--- src/bks_pkg.sv ---
// Package for the bounded key stack: sizes, operation and status codes,
// sequencer states and the request struct that drives the entry store.
// Used by every module of the block.
package bks_pkg;

  localparam int DEPTH   = 8;
  localparam int KEY_W   = 64;
  localparam int MODE_W  = 2;
  localparam int STAT_W  = 2;
  localparam int COUNT_W = 4;
  localparam int IDX_W   = (DEPTH > 1) ? $clog2(DEPTH) : 1;
  localparam int CNT_W   = $clog2(DEPTH + 1);
  localparam int OUT_W   = 8;

  typedef logic [IDX_W-1:0] idx_t;
  typedef logic [CNT_W-1:0] cnt_t;
  typedef logic [KEY_W-1:0] key_t;

  typedef enum logic [MODE_W-1:0] {
    OP_PUSH   = 2'd0,
    OP_REMOVE = 2'd1,
    OP_SEARCH = 2'd2
  } op_t;

  typedef enum logic [STAT_W-1:0] {
    ST_DONE     = 2'd0,
    ST_FULL     = 2'd1,
    ST_EMPTY    = 2'd2,
    ST_NOTFOUND = 2'd3
  } status_t;

  typedef enum logic [2:0] {
    S_IDLE,
    S_PUSH,
    S_READ,
    S_CMP,
    S_SHIFT,
    S_RESULT
  } state_t;

  typedef struct packed {
    logic we;
    logic wr_from_rd;
    idx_t waddr;
    idx_t raddr;
    key_t key;
  } store_req_t;

endpackage

--- src/bks_store.sv ---
// Entry store of the bounded key stack: key memory with a registered read
// port and the shared 64-bit key comparator.
// Depends on bks_pkg.
module bks_store
  import bks_pkg::*;
(
  input  logic       clk,
  input  store_req_t req,
  output logic       hit
);

  key_t mem [DEPTH];
  key_t rdata_r;

  always_ff @(posedge clk) begin
    if (req.we) begin
      mem[req.waddr] <= req.wr_from_rd ? rdata_r : req.key;
    end
    rdata_r <= mem[req.raddr];
  end

  assign hit = (rdata_r == req.key);

endmodule

--- src/bks_seq.sv ---
// Sequencer of the bounded key stack: walks the entries through the shared
// comparator, moves entries down after a remove and holds the result register.
// Depends on bks_pkg.
module bks_seq
  import bks_pkg::*;
(
  input  logic              clk,
  input  logic              rst_n,
  input  logic              in_tvalid,
  output logic              in_tready,
  input  logic [KEY_W-1:0]  in_tdata,
  input  logic [MODE_W-1:0] in_tuser,
  output logic              out_tvalid,
  input  logic              out_tready,
  output logic [OUT_W-1:0]  out_tdata,
  output store_req_t        req,
  input  logic              hit
);

  state_t            state_r, state_nxt;
  logic [MODE_W-1:0] mode_r, mode_nxt;
  key_t              key_r, key_nxt;
  idx_t              idx_r, idx_nxt;
  cnt_t              fill_r, fill_nxt;
  status_t           status_r, status_nxt;
  logic              present_r, present_nxt;
  logic              out_valid_r, out_valid_nxt;
  logic [OUT_W-1:0]  out_data_r, out_data_nxt;

  logic [CNT_W:0]         idx_p1, idx_p2, fill_ext;
  logic [CNT_W+COUNT_W-1:0] fill_wide;
  logic [IDX_W-1:0]       fill_top;

  assign fill_ext  = (CNT_W+1)'(fill_r);
  assign idx_p1    = (CNT_W+1)'(idx_r) + 1'b1;
  assign idx_p2    = (CNT_W+1)'(idx_r) + 2'd2;
  assign fill_top  = IDX_W'(fill_r - 1'b1);
  assign fill_wide = (CNT_W+COUNT_W)'(fill_r);

  always_ff @(posedge clk) begin
    if (!rst_n) begin
      state_r     <= S_IDLE;
      fill_r      <= '0;
      out_valid_r <= 1'b0;
    end else begin
      state_r     <= state_nxt;
      fill_r      <= fill_nxt;
      out_valid_r <= out_valid_nxt;
    end
  end

  always_ff @(posedge clk) begin
    mode_r     <= mode_nxt;
    key_r      <= key_nxt;
    idx_r      <= idx_nxt;
    status_r   <= status_nxt;
    present_r  <= present_nxt;
    out_data_r <= out_data_nxt;
  end

  always_comb begin
    state_nxt      = state_r;
    mode_nxt       = mode_r;
    key_nxt        = key_r;
    idx_nxt        = idx_r;
    fill_nxt       = fill_r;
    status_nxt     = status_r;
    present_nxt    = present_r;
    out_valid_nxt  = out_valid_r & ~out_tready;
    out_data_nxt   = out_data_r;
    in_tready      = 1'b0;
    req.we         = 1'b0;
    req.wr_from_rd = 1'b0;
    req.waddr      = idx_r;
    req.raddr      = idx_r;
    req.key        = key_r;

    case (state_r)
      S_IDLE: begin
        in_tready = 1'b1;
        if (in_tvalid) begin
          mode_nxt    = in_tuser;
          key_nxt     = in_tdata;
          present_nxt = 1'b0;
          status_nxt  = ST_DONE;
          idx_nxt     = fill_top;
          state_nxt   = S_RESULT;
          case (in_tuser)
            OP_PUSH: begin
              if (fill_ext == (CNT_W+1)'(DEPTH)) begin
                status_nxt = ST_FULL;
              end else begin
                state_nxt = S_PUSH;
              end
            end
            OP_REMOVE: begin
              if (fill_r == '0) begin
                status_nxt = ST_EMPTY;
              end else begin
                state_nxt = S_READ;
              end
            end
            OP_SEARCH: begin
              if (fill_r == '0) begin
                status_nxt = ST_NOTFOUND;
              end else begin
                state_nxt = S_READ;
              end
            end
            default: begin
              state_nxt = S_RESULT;
            end
          endcase
        end
      end
      S_PUSH: begin
        req.we    = 1'b1;
        req.waddr = IDX_W'(fill_r);
        fill_nxt  = fill_r + 1'b1;
        state_nxt = S_RESULT;
      end
      S_READ: begin
        state_nxt = S_CMP;
      end
      S_CMP: begin
        if (hit) begin
          present_nxt = 1'b1;
          if (mode_r == OP_REMOVE) begin
            if (idx_p1 < fill_ext) begin
              req.raddr = IDX_W'(idx_p1);
              state_nxt = S_SHIFT;
            end else begin
              fill_nxt  = fill_r - 1'b1;
              state_nxt = S_RESULT;
            end
          end else begin
            state_nxt = S_RESULT;
          end
        end else if (idx_r == '0) begin
          status_nxt = ST_NOTFOUND;
          state_nxt  = S_RESULT;
        end else begin
          idx_nxt   = idx_r - 1'b1;
          req.raddr = idx_r - 1'b1;
        end
      end
      S_SHIFT: begin
        req.we         = 1'b1;
        req.wr_from_rd = 1'b1;
        idx_nxt        = IDX_W'(idx_p1);
        if (idx_p2 < fill_ext) begin
          req.raddr = IDX_W'(idx_p2);
        end else begin
          fill_nxt  = fill_r - 1'b1;
          state_nxt = S_RESULT;
        end
      end
      S_RESULT: begin
        if (!out_valid_r || out_tready) begin
          out_valid_nxt = 1'b1;
          out_data_nxt  = OUT_W'({fill_wide[COUNT_W-1:0], present_r, status_r});
          state_nxt     = S_IDLE;
        end
      end
      default: begin
        state_nxt = S_IDLE;
      end
    endcase
  end

  assign out_tvalid = out_valid_r;
  assign out_tdata  = out_data_r;

endmodule

--- src/bounded_key_stack_unit.sv ---
// Bounded key stack, top level: push, remove-by-key and search on up to DEPTH 64-bit keys.
// Full, empty, no-op and search of an empty stack go straight from accept to the result;
// push writes one entry; search walks entries; remove walks, then moves entries down.
// One transaction at a time: the comparator walks one entry per cycle from a single read port.
// The next transaction is accepted in the cycle after the result register loads.
// Synchronous active-low reset empties the stack and drops any pending result.
module bounded_key_stack_unit
  import bks_pkg::*;
(
  input  logic              clk,
  input  logic              rst_n,
  input  logic              in_tvalid,
  output logic              in_tready,
  input  logic [KEY_W-1:0]  in_tdata,   // [63:0] key
  input  logic [MODE_W-1:0] in_tuser,   // [1:0] mode
  output logic              out_tvalid,
  input  logic              out_tready,
  output logic [OUT_W-1:0]  out_tdata   // [1:0] status, [2] present, [6:3] count, [7] zero
);

  store_req_t req;
  logic       hit;

  bks_seq u_seq (
    .clk        (clk),
    .rst_n      (rst_n),
    .in_tvalid  (in_tvalid),
    .in_tready  (in_tready),
    .in_tdata   (in_tdata),
    .in_tuser   (in_tuser),
    .out_tvalid (out_tvalid),
    .out_tready (out_tready),
    .out_tdata  (out_tdata),
    .req        (req),
    .hit        (hit)
  );

  bks_store u_store (
    .clk (clk),
    .req (req),
    .hit (hit)
  );

endmodule

--- config.mk ---
export PLATFORM = sky130hd
export DESIGN_NAME = bounded_key_stack_unit
export DESIGN_NICKNAME = d
export VERILOG_FILES = /design/src/bks_pkg.sv /design/src/bks_store.sv /design/src/bks_seq.sv /design/src/bounded_key_stack_unit.sv
export SDC_FILE = /design/constraint.sdc
export NUM_CORES = 1
export LEC_CHECK = 0
export ABC_AREA = 1
export ABC_CLOCK_PERIOD_IN_PS = 4600
export BUFFER_PORTS_ARGS = -buffer_cell sky130_fd_sc_hd__buf_2
export CAP_MARGIN = 20
export CORE_ASPECT_RATIO = 0.6
export CORE_MARGIN = 5
export CORE_UTILIZATION = 50
export DETAILED_ROUTE_END_ITERATION = 6
export PLACE_DENSITY_LB_ADDON = 0.12
export SLEW_MARGIN = 20
export SYNTH_ARGS = -nofsm -noshare
export SYNTH_HDL_FRONTEND = slang
export SYNTH_SLANG_ARGS = --single-unit
--- constraint.sdc ---
create_clock -name clk -period 4.6 [get_ports clk]
set_input_delay 0.92 -clock clk [delete_from_list [all_inputs] [get_ports clk]]
set_output_delay 0.92 -clock clk [all_outputs]
set_load 0.01 [all_outputs]
; Yosys cells after proc, flatten, opt, wreduce, memory -nomap -nowiden
; Memories as Yosys holds them, arrays and structs flattened. A register that Yosys moved wholly into a read port is not among the register bits.
; Index checks and enable logic that the tools add are counted.
[totals]
reg_bits = 87
ram_bits = 512
word_cells = 101
n_memories = 1
[memory_table]
columns = memory, depth, word_bits, rd, rd_clocked_by_memory_dff, write_ports, line_no
row1 = u_store.mem, 8, 64, 1, 1, 1, bks_store.sv:12  ; key_t mem [DEPTH];
[op_classes]
add_sub_neg = 5
magnitude_cmp = 2
eq_ne = 19
n_mux = 45
bitwise_logic = 2
reduce_logical = 18
[ops]
columns = cell, count
row1 = $eq 64x64->1, 1
row2 = $mux 64, 1
row3 = $mux 3, 15
row4 = $pmux 3 s6, 1
row5 = $mux 4, 4
row6 = $mux 1, 12
row7 = $pmux 3 s2, 2
row8 = $pmux 4 s3, 1
row9 = $lt 5x4->1, 2
row10 = $mux 2, 5
row11 = $ne 2x2->1 const B, 5
row12 = $pmux 3 s3, 1
row13 = $reduce_and 4->1, 2
row14 = $eq 3x2->1 const B, 2
row15 = $eq 3x3->1 const B, 2
row16 = $logic_not 3->1, 2
row17 = $ne 2x1->1 const B, 3
row18 = $pmux 2 s3, 1
row19 = $reduce_and 3->1, 2
row20 = $reduce_bool 3->1, 2
row21 = $reduce_and 5->1, 1
row22 = $add 3x1->4 const B, 1
row23 = $add 3x2->4 const B, 1
row24 = $add 4x1->4 const B, 1
row25 = 18 further kinds, 21

; Logic depth before layout (Yosys ltp)
; Gate-level depths: netlist of the first run.
[logic_depth]
word_depth = 6
ltp_mapped = 21

; Cells and area by module
; From an unflattened synthesis of the first run, not the netlist that was laid out.
[hier_totals]
hier_cells = 2062
area_unflattened_um2 = 26304.0
[by_module_without_submodules]
columns = mod, n_inst, cells_per_inst, area_per_inst_um2, seq_area_each_um2
row1 = bks_store, 1, 1775, 22651.7, 16656.0
row2 = bks_seq, 1, 287, 3652.3, 2532.4

; Least setup slack after synthesis of the first run
; Ideal clock, no wire load.
[synth_timing]
kind = register to register
start = register u_seq.state_r[0]
end = memory u_store.mem[0][0] in the netlist's numbering (enable)
setup_ns = 0.486
arrival_time_ns = 3.744
slack_ns = 0.370
stages_incl_launch_ff = 7
path_buffers = 0
path_cell_list = dfxtp_1 -> nor2_1 -> nand2_2 -> nand2_1 -> inv_1 -> or2_2 -> nor2_1
[synth_via]
elab_chain_cells = 5
word_cells_on_any_way = 7
[synth_rtl]
columns = element, line_no
row1 = start: declaration, bks_seq.sv:20  ; state_t state_r, state_nxt;
row2 = start signal: assignment, bks_seq.sv:46  ; state_r <= state_nxt;
row3 = $eq 3x1->1 or $eq 3x3->1 (tied branches), bks_seq.sv:78  ; case (state_r)
row4 = $reduce_or 2->1 (no line), n/a
row5 = $mux 1, bks_seq.sv:78
row6 = $mux 1, bks_store.sv:16  ; if (req.we) begin
row7 = $mux 1, bks_store.sv:17  ; mem[req.waddr] <= req.wr_from_rd ? rdata_r : req.key;
row8 = end: declaration, bks_store.sv:12
; Several ways; a longest one is shown, not always the timed one.

; Worst setup path in the final report of the first run
[layout_timing]
start = register u_seq.idx_r[0]
end = register u_store.rdata_r[28], read port of u_store.mem
[layout_via]
elab_chain_cells = 6
word_cells_on_any_way = 12
[layout_rtl]
columns = element, line_no
row1 = start: declaration, bks_seq.sv:23  ; idx_t idx_r, idx_nxt;
row2 = start signal: assignment, bks_seq.sv:55  ; idx_r <= idx_nxt;
row3 = $add 3x1->4, bks_seq.sv:35  ; assign idx_p1 = (CNT_W+1)'(idx_r) + 1'b1;
row4 = $lt 5x4->1, bks_seq.sv:129  ; if (idx_p1 < fill_ext) begin
row5 = $mux 3, bks_seq.sv:129
row6 = $mux 3, bks_seq.sv:128  ; if (mode_r == OP_REMOVE) begin
row7 = $mux 3, bks_seq.sv:126  ; if (hit) begin
row8 = $pmux 3 s2 (*), bks_seq.sv:78
row9 = end: declaration, bks_store.sv:13  ; key_t rdata_r;
; Mark *: on every way between the ends. The rest lies on a longest branch, timed or not.
; A chain may end at the register's enable or synchronous reset.

==> results of run 1 <==
## state kept, by name, summed over array words and instances, names as in the netlist
name	flops
u_seq.state_r	3
u_seq.out_tvalid	1
u_seq.out_tdata	7
u_seq.idx_r	3
u_seq.status_r	2
u_seq.present_r	1
u_seq.fill_r	4
u_seq.mode_r	2
u_seq.key_r	64
u_store.rdata_r	64
u_store.mem	512
## critical path: cells and delay by family (launching register included)
kind	cells	cell delay, ns
DFF	1	0.55
adders and majority gates	2	0.59
AOI/OAI and AO/OA	1	0.18
and+or+nand+nor	12	1.24
xor gates and xnor gates	1	0.23
buffers and inverters	2	0.60
## final cells by class
class	instances	area, um2
clock buffer	76	1650
timing repair buffer	123	978
tap	759	950
fill	4774	24300
sequential	663	19200
multi-input combinational	1913	8070
inverter	153	574
clock inverter	38	350
## where the power goes
group          leakage [nW]  internal [mW]  total [mW]  switching (mW)
combinational          6.61           2.58        9.08            6.50
sequential             6.00           8.76        9.28           0.521
clock                 0.988           2.88        5.09            2.21
total                  13.6           14.2        23.5            9.24
## metal layers
metal	vias up	wire (um)	global-route usage
met2	571	31600	0.355
met1	9234	31900	0.319
li1	9502	-	-
met3	107	3920	0.0306
met5	-	0	0
met4	0	1540	0.0591
## final timing paths
kind,from,end,slack [ns],cells past startpoint
setup / recovery,u_seq.idx_r[0],u_store.rdata_r[28],0.66,18
hold / removal,u_seq.status_r[1],u_seq.out_tdata[1],0.42,0
setup reg to reg,u_seq.idx_r[0],u_store.rdata_r[28],0.66,18
hold reg to reg,u_seq.status_r[1],u_seq.out_tdata[1],0.42,0
## through the flow
| step | cells | instance area [um2] | hold WS (ns) | power [mW] |
|---|---|---|---|---|
| after global routing | 3725 | 31800 | 0.424 | 25.2 |
| after floorplan | 2872 | 28400 | 0.400 | 15.6 |
| after CTS | 3725 | 31800 | 0.416 | 23.6 |
| after global placement | 3611 | 29800 | 0.414 | 18.3 |
| final | 3725 | 31800 | 0.421 | 23.5 |
| after detailed placement | 3611 | 29800 | 0.408 | 18.5 |
## layout by cell type, fill, tap and decap left out, types with 3 or more instances in the layout
master and instances:
o21ai_0 80, bufinv_16 6, a21oi_1 8, clkinv_1 13
inv_1 149, clkinv_2 14, inv_2 4, xor2_1 14
nand4_1 4, clkbuf_8 5, clkbuf_1 9, nor2_4 10
nand3_1 266, dfxtp_1 72, ha_1 17, edfxtp_1 591
buf_2 78, buf_4 25, nor2_1 71, buf_12 20
clkbuf_16 62, nand2_1 1415, o211ai_1 3, nor2_2 3
## kinds of logic (layout without fill, tap and decap cells)
logic type,count (synthesis),count (layout),share of synthesized area
AND/OR/NAND/NOR,1779,1779,0.248
flip-flops,663,663,0.675
buffers and inverters,296,390,0.0459
AO/OA/AOI/OAI,101,101,0.0189
adder cells (fa/ha/maj),17,17,0.00748
XOR/XNOR,15,15,0.00462
other,1,1,0.000132
==> impl_metrics.csv, run 1 <==
group,metric,value,unit
yosys,yosys.area.top_type,"edfxtp_1",
yosys,synth_top_area_share,0.624,
setup_path,slowest_delay,0.55,ns
global_routing,grt_pass1_wl,108000,um
setup_path,cp.arrival,4.51,ns
clocking,cts_resized,0,
sta,hold_viol,0,
yosys,synth_warnings,0,
layout,drive_gt1_frac,0.0816,
setup_path,crit_top_cell,"nand2_1",
hold_path,hold_class,"reg -> reg",
drt,wl_per_cell,18.5,um
sta,fmax,254,MHz
sta,fin_skew,0.0180,ns
sta,drv_slew,0,
drt,via_count,19400,
yosys,async_flop_share,0,
drt,wl,68900,um
yosys,synth_common_cells,"nand2_1 (1416), edfxtp_1 (591), nand3_1 (266)",
clocking,cts_made_buffers,61,
sta,min_period,3.94,ns
drt,first_pass_iters,6,
global_routing,grt_usage,0.220,
drt,drtAntennaViolNets,0,
global_routing,grt_max_degree,201,
die,ios,80,
setup_path,cp-end-kind,"flip-flop",
die,core-area,56100,um2
global_routing,grt_pass1_vias,18900,
yosys,synth_area,28400,um2
sta,worst_pin_slew,1.32,ns
yosys,ys.flop_type,"edfxtp_1",
yosys,syn_avg_cell_area,9.90,um2
placed_design,port_buffers,78,
clocking,post_cts_buffers,0,
clocking,h-tree-depth,2,
sta,rsz0062_at_grt,"false",
drt,first_iter_violations,1857,
setup_path,cp.required,5.17,ns
yosys,yosysUniqueCellTypes,35,
run_status,outcome,"finished clean",
pwr,ir_worst_vdd,526,uV
clocking,ctsHoldBuffers,0,
sta,post-route-period-util,0.857,
die,start_util,0.507,
setup_path,startpoint_type,"flip-flop",
setup_path,crit_fanout,200,
die,die_height,195,um
die,design.die.area,61900,um2
sta,timing.setup.tns,0,ns
sta,relSlewSlack,0.123,
placed_design,gp_congestion,0.828,
die,rows,67,
yosys,ys_seq_elements,663,
setup_path,cp_cell_sequence,"ha_1 -> xor2_1 -> ha_1 -> a21o_1 -> nand2_1 -> nand4_1 -> inv_2 -> nand2_1 -> nand2_1 -> nand3_1 -> nand3_4 -> buf_12 -> nand3_1 -> nand2_1 -> nand2_1 -> nand2_1 -> nand2_1 -> nand2_1",
layout,area_growth,11.7,%
drt,via_per_inst,5.21,
clocking,cts.sinks,663,
pwr,p_leak,13.6,nW
clocking,clk_path_buf_depth,3,
sta,fin_ws,0.659,ns
pwr,p_per_area,738,nW/um2
placed_design,dp_hpwl,37200,um
layout,diodes,0,
clocking,cts-root-buf,"clkbuf_16",
yosys,synthMostInstantiatedCell,"nand2_1",
clocking,cts_tree,"done",
layout,nNetsFinal,3002,
placed_design,pre_cts_slack,0.889,ns
yosys,syn_nets,2959,
drt,drc,0,
layout,final_core_util,0.566,
setup_path,crit_slowest_cell,"edfxtp_1",
sta,finalSetupViolCount,0,
run,maxCapViolCount,0,
setup_path,critPathKind,"reg -> reg",
clocking,clkTransAtPathRegs,0.07,ns
global_routing,overflow,0,
global_routing,antenna_found_initial,0,
yosys,synth-edff-count,591,
clocking,clk_latency,0.63,ns
yosys,syn_inst,2872,
yosys,synth_seq_area_share,0.675,
die,chipWidth,318,um
yosys,ys_top_cells_by_area,"edfxtp_1 (62%), nand2_1 (19%), dfxtp_1 (5.1%), nand3_1 (4.7%), inv_1 (2.0%)",
Power figures use the tool's default switching activity.
==> run 2: changes to the inputs <==
==> constraint.sdc (replaced) <==
create_clock -name clk -period 4.6 [get_ports clk]
set_input_delay 0.23 -clock clk [delete_from_list [all_inputs] [get_ports clk]]
set_output_delay 0.23 -clock clk [all_outputs]
set_load 0.01 [all_outputs]
==> run 2 against run 1 <==
Compared with the run above: largest cell class unchanged; clock power increased by 4.3%; die area unchanged; routed wire length increased by 0.25%; final cell count increased by 1.8%; first-iteration DRC count increased by 3.9%; sequential power about the same; via count increased by 1.6%; critical path type unchanged; clock skew decreased by 0.0039 ns; critical path depth increased by 1; flip-flop and latch count unchanged; combinational power about the same.
==> impl_metrics.csv, run 2 (same netlist as run 1, synthesis figures left out) <==
group,metric,value,unit
run_status,outcome,"finished clean",
layout,diodes,0,
clocking,cts_resized,0,
placed_design,gp_congestion,0.848,
drt,first_iter_violations,1930,
layout,mostFrequentLayoutCell,"nand2_1",
drt,via_per_inst,5.20,
layout,largestRegisters,"u_store.mem: 512 flops, u_seq.key_r: 64 flops, u_store.rdata_r: 64 flops",
pwr,p_sw,9.24,mW
pwr,p_per_area,728,nW/um2
drt,drc,0,
sta,timing.setup.tns,0,ns
sta,post-route-period-util,0.842,
global_routing,overflow,0,
sta,finalSetupViolCount,0,
drt,via_count,19700,
layout,drive_gt1_frac,0.0827,
global_routing,grt_pass1_wl,108000,um
die,core-area,56100,um2
clocking,h-tree-depth,2,
clocking,clk_path_buf_depth,3,
layout,final_cell_mix,"nand2_1 (1415), edfxtp_1 (591), nand3_1 (266)",
global_routing,grt_max_degree,145,
pwr,switching_share,0.390,
pwr,finalPower,23.7,mW
placed_design,port_buffers,78,
setup_path,crit_fanout,75,
setup_path,critPathKind,"reg -> reg",
clocking,cts_made_buffers,59,
sta,fin_ws,0.726,ns
clocking,cts-root-buf,"clkbuf_16",
layout,largest-register,"u_store.mem",
layout,area_growth,14.5,%
die,rows,67,
setup_path,startpoint_type,"flip-flop",
pwr,clock_power_share,0.224,
pwr,seqPwrFrac,0.392,
placed_design,dp.cells,3613,
clocking,clk_latency,0.61,ns
clocking,ctsHoldBuffers,69,
die,design.die.area,61900,um2
placed_design,dp_hpwl,37400,um
placed_design,pre_cts_slack,0.848,ns
hold_path,hold_class,"in -> reg",
clocking,cts_tree,"done",
global_routing,antenna_found_initial,0,
drt,first_pass_iters,5,
layout,nNetsFinal,3071,
sta,rsz0062_at_grt,"false",
drt,drtAntennaViolNets,0,
sta,fmax,258,MHz
pwr,combPwrFrac,0.384,
setup_path,cp-end-kind,"flip-flop",
layout,largest_register_ffs,512,
pwr,internal_power,14.4,mW
setup_path,cp.required,5.14,ns
die,ios,80,
die,chipWidth,318,um
clocking,clkTransAtPathRegs,0.07,ns
sta,fin_skew,0.0140,ns
layout,instances_no_fill,3793,
sta,hold_viol,0,
global_routing,grt_pass1_vias,19000,
sta,min_period,3.87,ns
die,die_height,195,um
clocking,post_cts_buffers,0,
sta,worst_pin_slew,0.950,ns
die,start_util,0.507,
clocking,cts.sinks,663,
pwr,p_leak,13.9,nW
drt,wl_per_cell,18.2,um
sta,drv_slew,0,
drt,wl,69100,um
sta,relSlewSlack,0.366,
pwr,ir_worst_vdd,467,uV
global_routing,grt_usage,0.219,
run,maxCapViolCount,0,
setup_path,cp.arrival,4.42,ns
-- run 2: cell count changes in the layout (fill, tap and decap cells not counted), moves of 2 or more --
cell	change
clkinvlp_4	-2
bufinv_16	+2
clkbuf_8	+10
clkinv_1	-11
buf_4	+5
dlygate4sd3_1	+69
buf_12	-3
-- run 2: through the flow --
stage	hold slack, ns	instance area, um2	util
2_1_floorplan	0.329	28400	-
3_3_place_gp	0.407	29700	0.530
3_5_place_dp	0.408	29700	0.530
4_1_cts	0.0582	32500	0.580
5_1_grt	0.111	32500	0.580
6_report	0.0845	32500	0.580
-- run 2: final timing paths --
| check | startpoint | to | slack, ns | depth (start not counted) |
|---|---|---|---|---|
| min reg2reg | u_seq.status_r[0] | u_seq.out_tdata[0] | 0.42 | 0 |
| max | u_seq.idx_r[0] | u_store.rdata_r[3] | 0.73 | 19 |
| min | in_tvalid | u_seq.state_r[0] | 0.08 | 5 |
| max reg2reg | u_seq.idx_r[0] | u_store.rdata_r[3] | 0.73 | 19 |
-- run 2: metal layers --
metal  share of wire  vias to the layer above  GRT usage  wire length [um]
li1                -                     9638          -                 -
met4           0.016                        0     0.0394              1070
met1            0.46                     9435      0.324             32100
met3           0.060                       78     0.0310              4110
met5               0                        -          0                 0
met2            0.46                      564      0.354             31800
-- run 2: cell type report --
type | instances | area, um2
Clock buffer | 86 | 1770
Inverter | 153 | 574
Tap cell | 759 | 950
Fill cell | 4682 | 23500
Clock inverter | 25 | 342
Sequential cell | 663 | 19200
Timing Repair Buffer | 194 | 1650
Multi-Input combinational cell | 1913 | 8070
-- run 2: power by group through the flow --
stage / combinational, mW / sequential, mW / clock [mW]
floorplan: 6.26 / 9.30 / 0
global placement: 8.86 / 9.36 / 0
detailed placement: 9.05 / 9.39 / 0
CTS: 9.15 / 9.27 / 5.42
global route: 10.3 / 9.40 / 5.66
finish: 9.09 / 9.28 / 5.31
-- run 2: worst max-delay path: stages (launching register included) --
cell	delay (ns)
edfxtp_1	0.55
ha_1	0.28
xor2_1	0.25
ha_1	0.30
a21o_1	0.18
nand2_1	0.07
nand4_1	0.17
inv_2	0.14
nand2_1	0.06
nand2_1	0.07
nand3_1	0.12
nand3_4	0.17
buf_12	0.32
buf_4	0.56
nand3_1	0.15
nand2_1	0.10
nand2_1	0.05
nand2_1	0.09
nand2_1	0.05
nand2_1	0.08
==> run 3: changes to the inputs <==
- ABC_AREA: 1 -> 0
- ABC_CLOCK_PERIOD_IN_PS: 4600 -> 3600
- clock period: 4.6 -> 3.6 ns (I/O delays scaled with it)
==> run 3 against run 2 <==
Compared with the run above: first-iteration DRC count down 54%; final cell count down 42%; flip-flop and latch count unchanged; register-to-register slack worse by 0.71 ns; via count down 37%; non-clock buffer count up 47; setup slack worse by 0.71 ns; fmax up 8.2%; clock power up 15%; clock skew up 0.0030 ns; largest power group is now combinational logic; highest routed layer is now met5.
==> impl_metrics.csv, run 3 <==
group,metric,value,unit
run_status,outcome,"finished clean",
yosys,yosysUniqueCellTypes,55,
yosys,async_flop_share,0,
drt,wl_met2,25800,um
hold_path,hold_class,"in -> reg",
die,chipWidth,302,um
layout,largest_register_ffs,512,
sta,finalSetupViolCount,0,
hold_path,hold_path_depth,3,
layout,final_core_util,0.599,
sta,post-route-period-util,0.994,
drt,highest_layer,"met5",
layout,largestRegisters,"u_store.mem: 512 flops, u_seq.key_r: 64 flops, u_store.rdata_r: 64 flops",
die,start_util,0.505,
yosys,syn_inst,1225,
setup_path,slowest_delay,0.52,ns
setup_path,crit_slowest_cell,"mux4_2",
drt,drc,0,
yosys,syn_avg_cell_area,20.9,um2
yosys,yosys.area.top_type,"edfxtp_1",
drt,wl_met3,2590,um
layout,drive_gt1_frac,0.356,
sta,timing.setup.tns,0,ns
pwr,p_per_area,1010,nW/um2
layout,area_growth,18.8,%
drt,wl_met1,26000,um
sta,rsz0062_at_grt,"true",
sta,min_period,3.58,ns
global_routing,grt_max_degree,65,
pwr,p_leak,10.2,nW
setup_path,startpoint_type,"flip-flop",
layout,largest-register,"u_store.mem",
setup_path,critPathKind,"reg -> reg",
yosys,synth_seq_area_share,0.748,
pwr,ir_worst_vdd,658,uV
yosys,syn_nets,1312,
pwr,finalPower,30.8,mW
sta,holdWs,0.263,ns
setup_path,cp-end-kind,"flip-flop",
yosys,ys_top_cells_by_area,"edfxtp_1 (69%), mux4_2 (11%), dfxtp_1 (5.6%), mux2_2 (5.6%), xnor2_1 (2.3%)",
global_routing,overflow,0,
die,design.die.area,56100,um2
setup_path,cp.arrival,4.07,ns
yosys,ys_seq_elements,663,
run,maxCapViolCount,0,
clocking,cts.sinks,663,
yosys,synthMostInstantiatedCell,"edfxtp_1",
layout,diodes,0,
placed_design,dp_hpwl,30600,um
sta,relSlewSlack,0.375,
sta,fin_skew,0.0170,ns
setup_path,crit_cells,13,
die,ios,80,
clocking,h-tree-depth,2,
sta,drv_slew,0,
global_routing,grt_usage,0.196,
die,rows,64,
sta,hold_viol,0,
global_routing,grt_pass1_vias,12600,
yosys,ys.flop_type,"edfxtp_1",
sta,worst_pin_slew,0.930,ns
setup_path,critical-path-top-delay-family,"multiplexers",
clocking,cts_made_buffers,57,
placed_design,port_buffers,78,
yosys,synth_warnings,0,
sta,fmax,279,MHz
drt,via_per_inst,5.61,
setup_path,reg2regPathDepth,13,
drt,wl_per_cell,24.9,um
drt,first_iter_violations,888,
drt,drtAntennaViolNets,0,
setup_path,cp_cell_sequence,"ha_2 -> xor2_1 -> ha_2 -> or3_1 -> o22ai_2 -> and2_4 -> and3_4 -> a211oi_2 -> o22ai_4 -> buf_12 -> buf_12 -> mux4_2 -> mux2_2",
layout,nNetsFinal,1562,
yosys,synth-edff-count,591,
drt,via_count,12400,
yosys,synth_area,25700,um2
die,core-area,50800,um2
drt,first_pass_iters,5,
clocking,clkTransAtPathRegs,0.07,ns
clocking,cts_tree,"done",
yosys,synth_common_cells,"edfxtp_1 (591), mux2_2 (128), mux4_2 (128)",
clocking,clk_latency,0.60,ns
yosys,synth_top_area_share,0.692,
clocking,clk_path_buf_depth,3,
clocking,cts-root-buf,"clkbuf_16",
layout,final_cell_mix,"edfxtp_1 (591), mux4_2 (128), mux2_2 (114)",
global_routing,antenna_found_initial,1,
layout,mostFrequentLayoutCell,"edfxtp_1",
setup_path,cp.required,4.09,ns
placed_design,gp_congestion,0.834,
drt,wl,55100,um
global_routing,grt_pass1_wl,81700,um
die,die_height,185,um
setup_path,path_buf_inv,2,
setup_path,crit_fanout,19,
-- run 3: per-layer routing --
metal  up-vias  GRT usage
li1       5486          -
met1      6609      0.302
met2       270      0.308
met3        59     0.0319
met4         2     0.0318
met5         -          0
-- run 3: layout make-up --
| class | instances | area, um2 |
|---|---|---|
| inverters | 14 | 53.8 |
| flip-flops and latches | 663 | 19200 |
| repair buffers | 241 | 2250 |
| well taps | 693 | 867 |
| multi-input cells | 498 | 6280 |
| fillers | 3687 | 20400 |
| clock buffers | 78 | 1540 |
| clock inverters | 29 | 297 |
-- run 3: worst paths after layout --
kind / slack (ns) / endpoint / start
worst min-delay path: 0.26 / u_seq.out_tdata[1] / out_tready
worst min register to register: 0.42 / u_seq.out_tdata[0] / u_seq.status_r[0]
worst max-delay path: 0.02 / u_store.rdata_r[32] / u_seq.idx_r[1]
worst max register to register: 0.02 / u_store.rdata_r[32] / u_seq.idx_r[1]
-- run 3: power breakdown --
part,total [mW],internal (mW),switching [mW]
combinational,12.5,6.41,6.11
clock,6.11,3.36,2.74
sequential,12.2,11.5,0.692
total,30.8,21.2,9.54
-- run 3: metrics by stage --
| step | std cells | worst slack, ns | area (um2) |
|---|---|---|---|
| finish | 2216 | 0.0207 | 30500 |
| global route | 2216 | -0.0829 | 30500 |
| CTS | 2207 | 0.0110 | 30200 |
| detailed placement | 2025 | -0.0967 | 27600 |
| global placement | 2025 | -0.0224 | 27600 |
| floorplan | 1225 | -0.780 | 25700 |
-- run 3: tightest hold or removal path: stages --
cell and delay, ns:
buf_2 0.10, nor2b_1 0.19, nor3_1 0.19
-- run 3: timing repair --
item,4_1_cts,5_1_grt
endpoints found under the setup margin,64,64
hold endpoints to repair,74,0
buffers inserted,4,4
gates resized for setup,7,23
gates cloned,2,6
pin swaps,1,4
hold buffers,69,0
-- run 3: cell families (layout without fill, tap and decap cells) --
logic type	count (synthesis)	in the layout	synth area share
xor gates and xnor gates	70	70	0.0242
AOI/OAI and AO/OA	49	49	0.0143
other	1	1	0.000146
buffers and inverters	64	362	0.0142
DFF	663	663	0.748
muxes	263	263	0.171
adders and majority gates	17	17	0.00829
and+or+nand+nor	98	98	0.0195
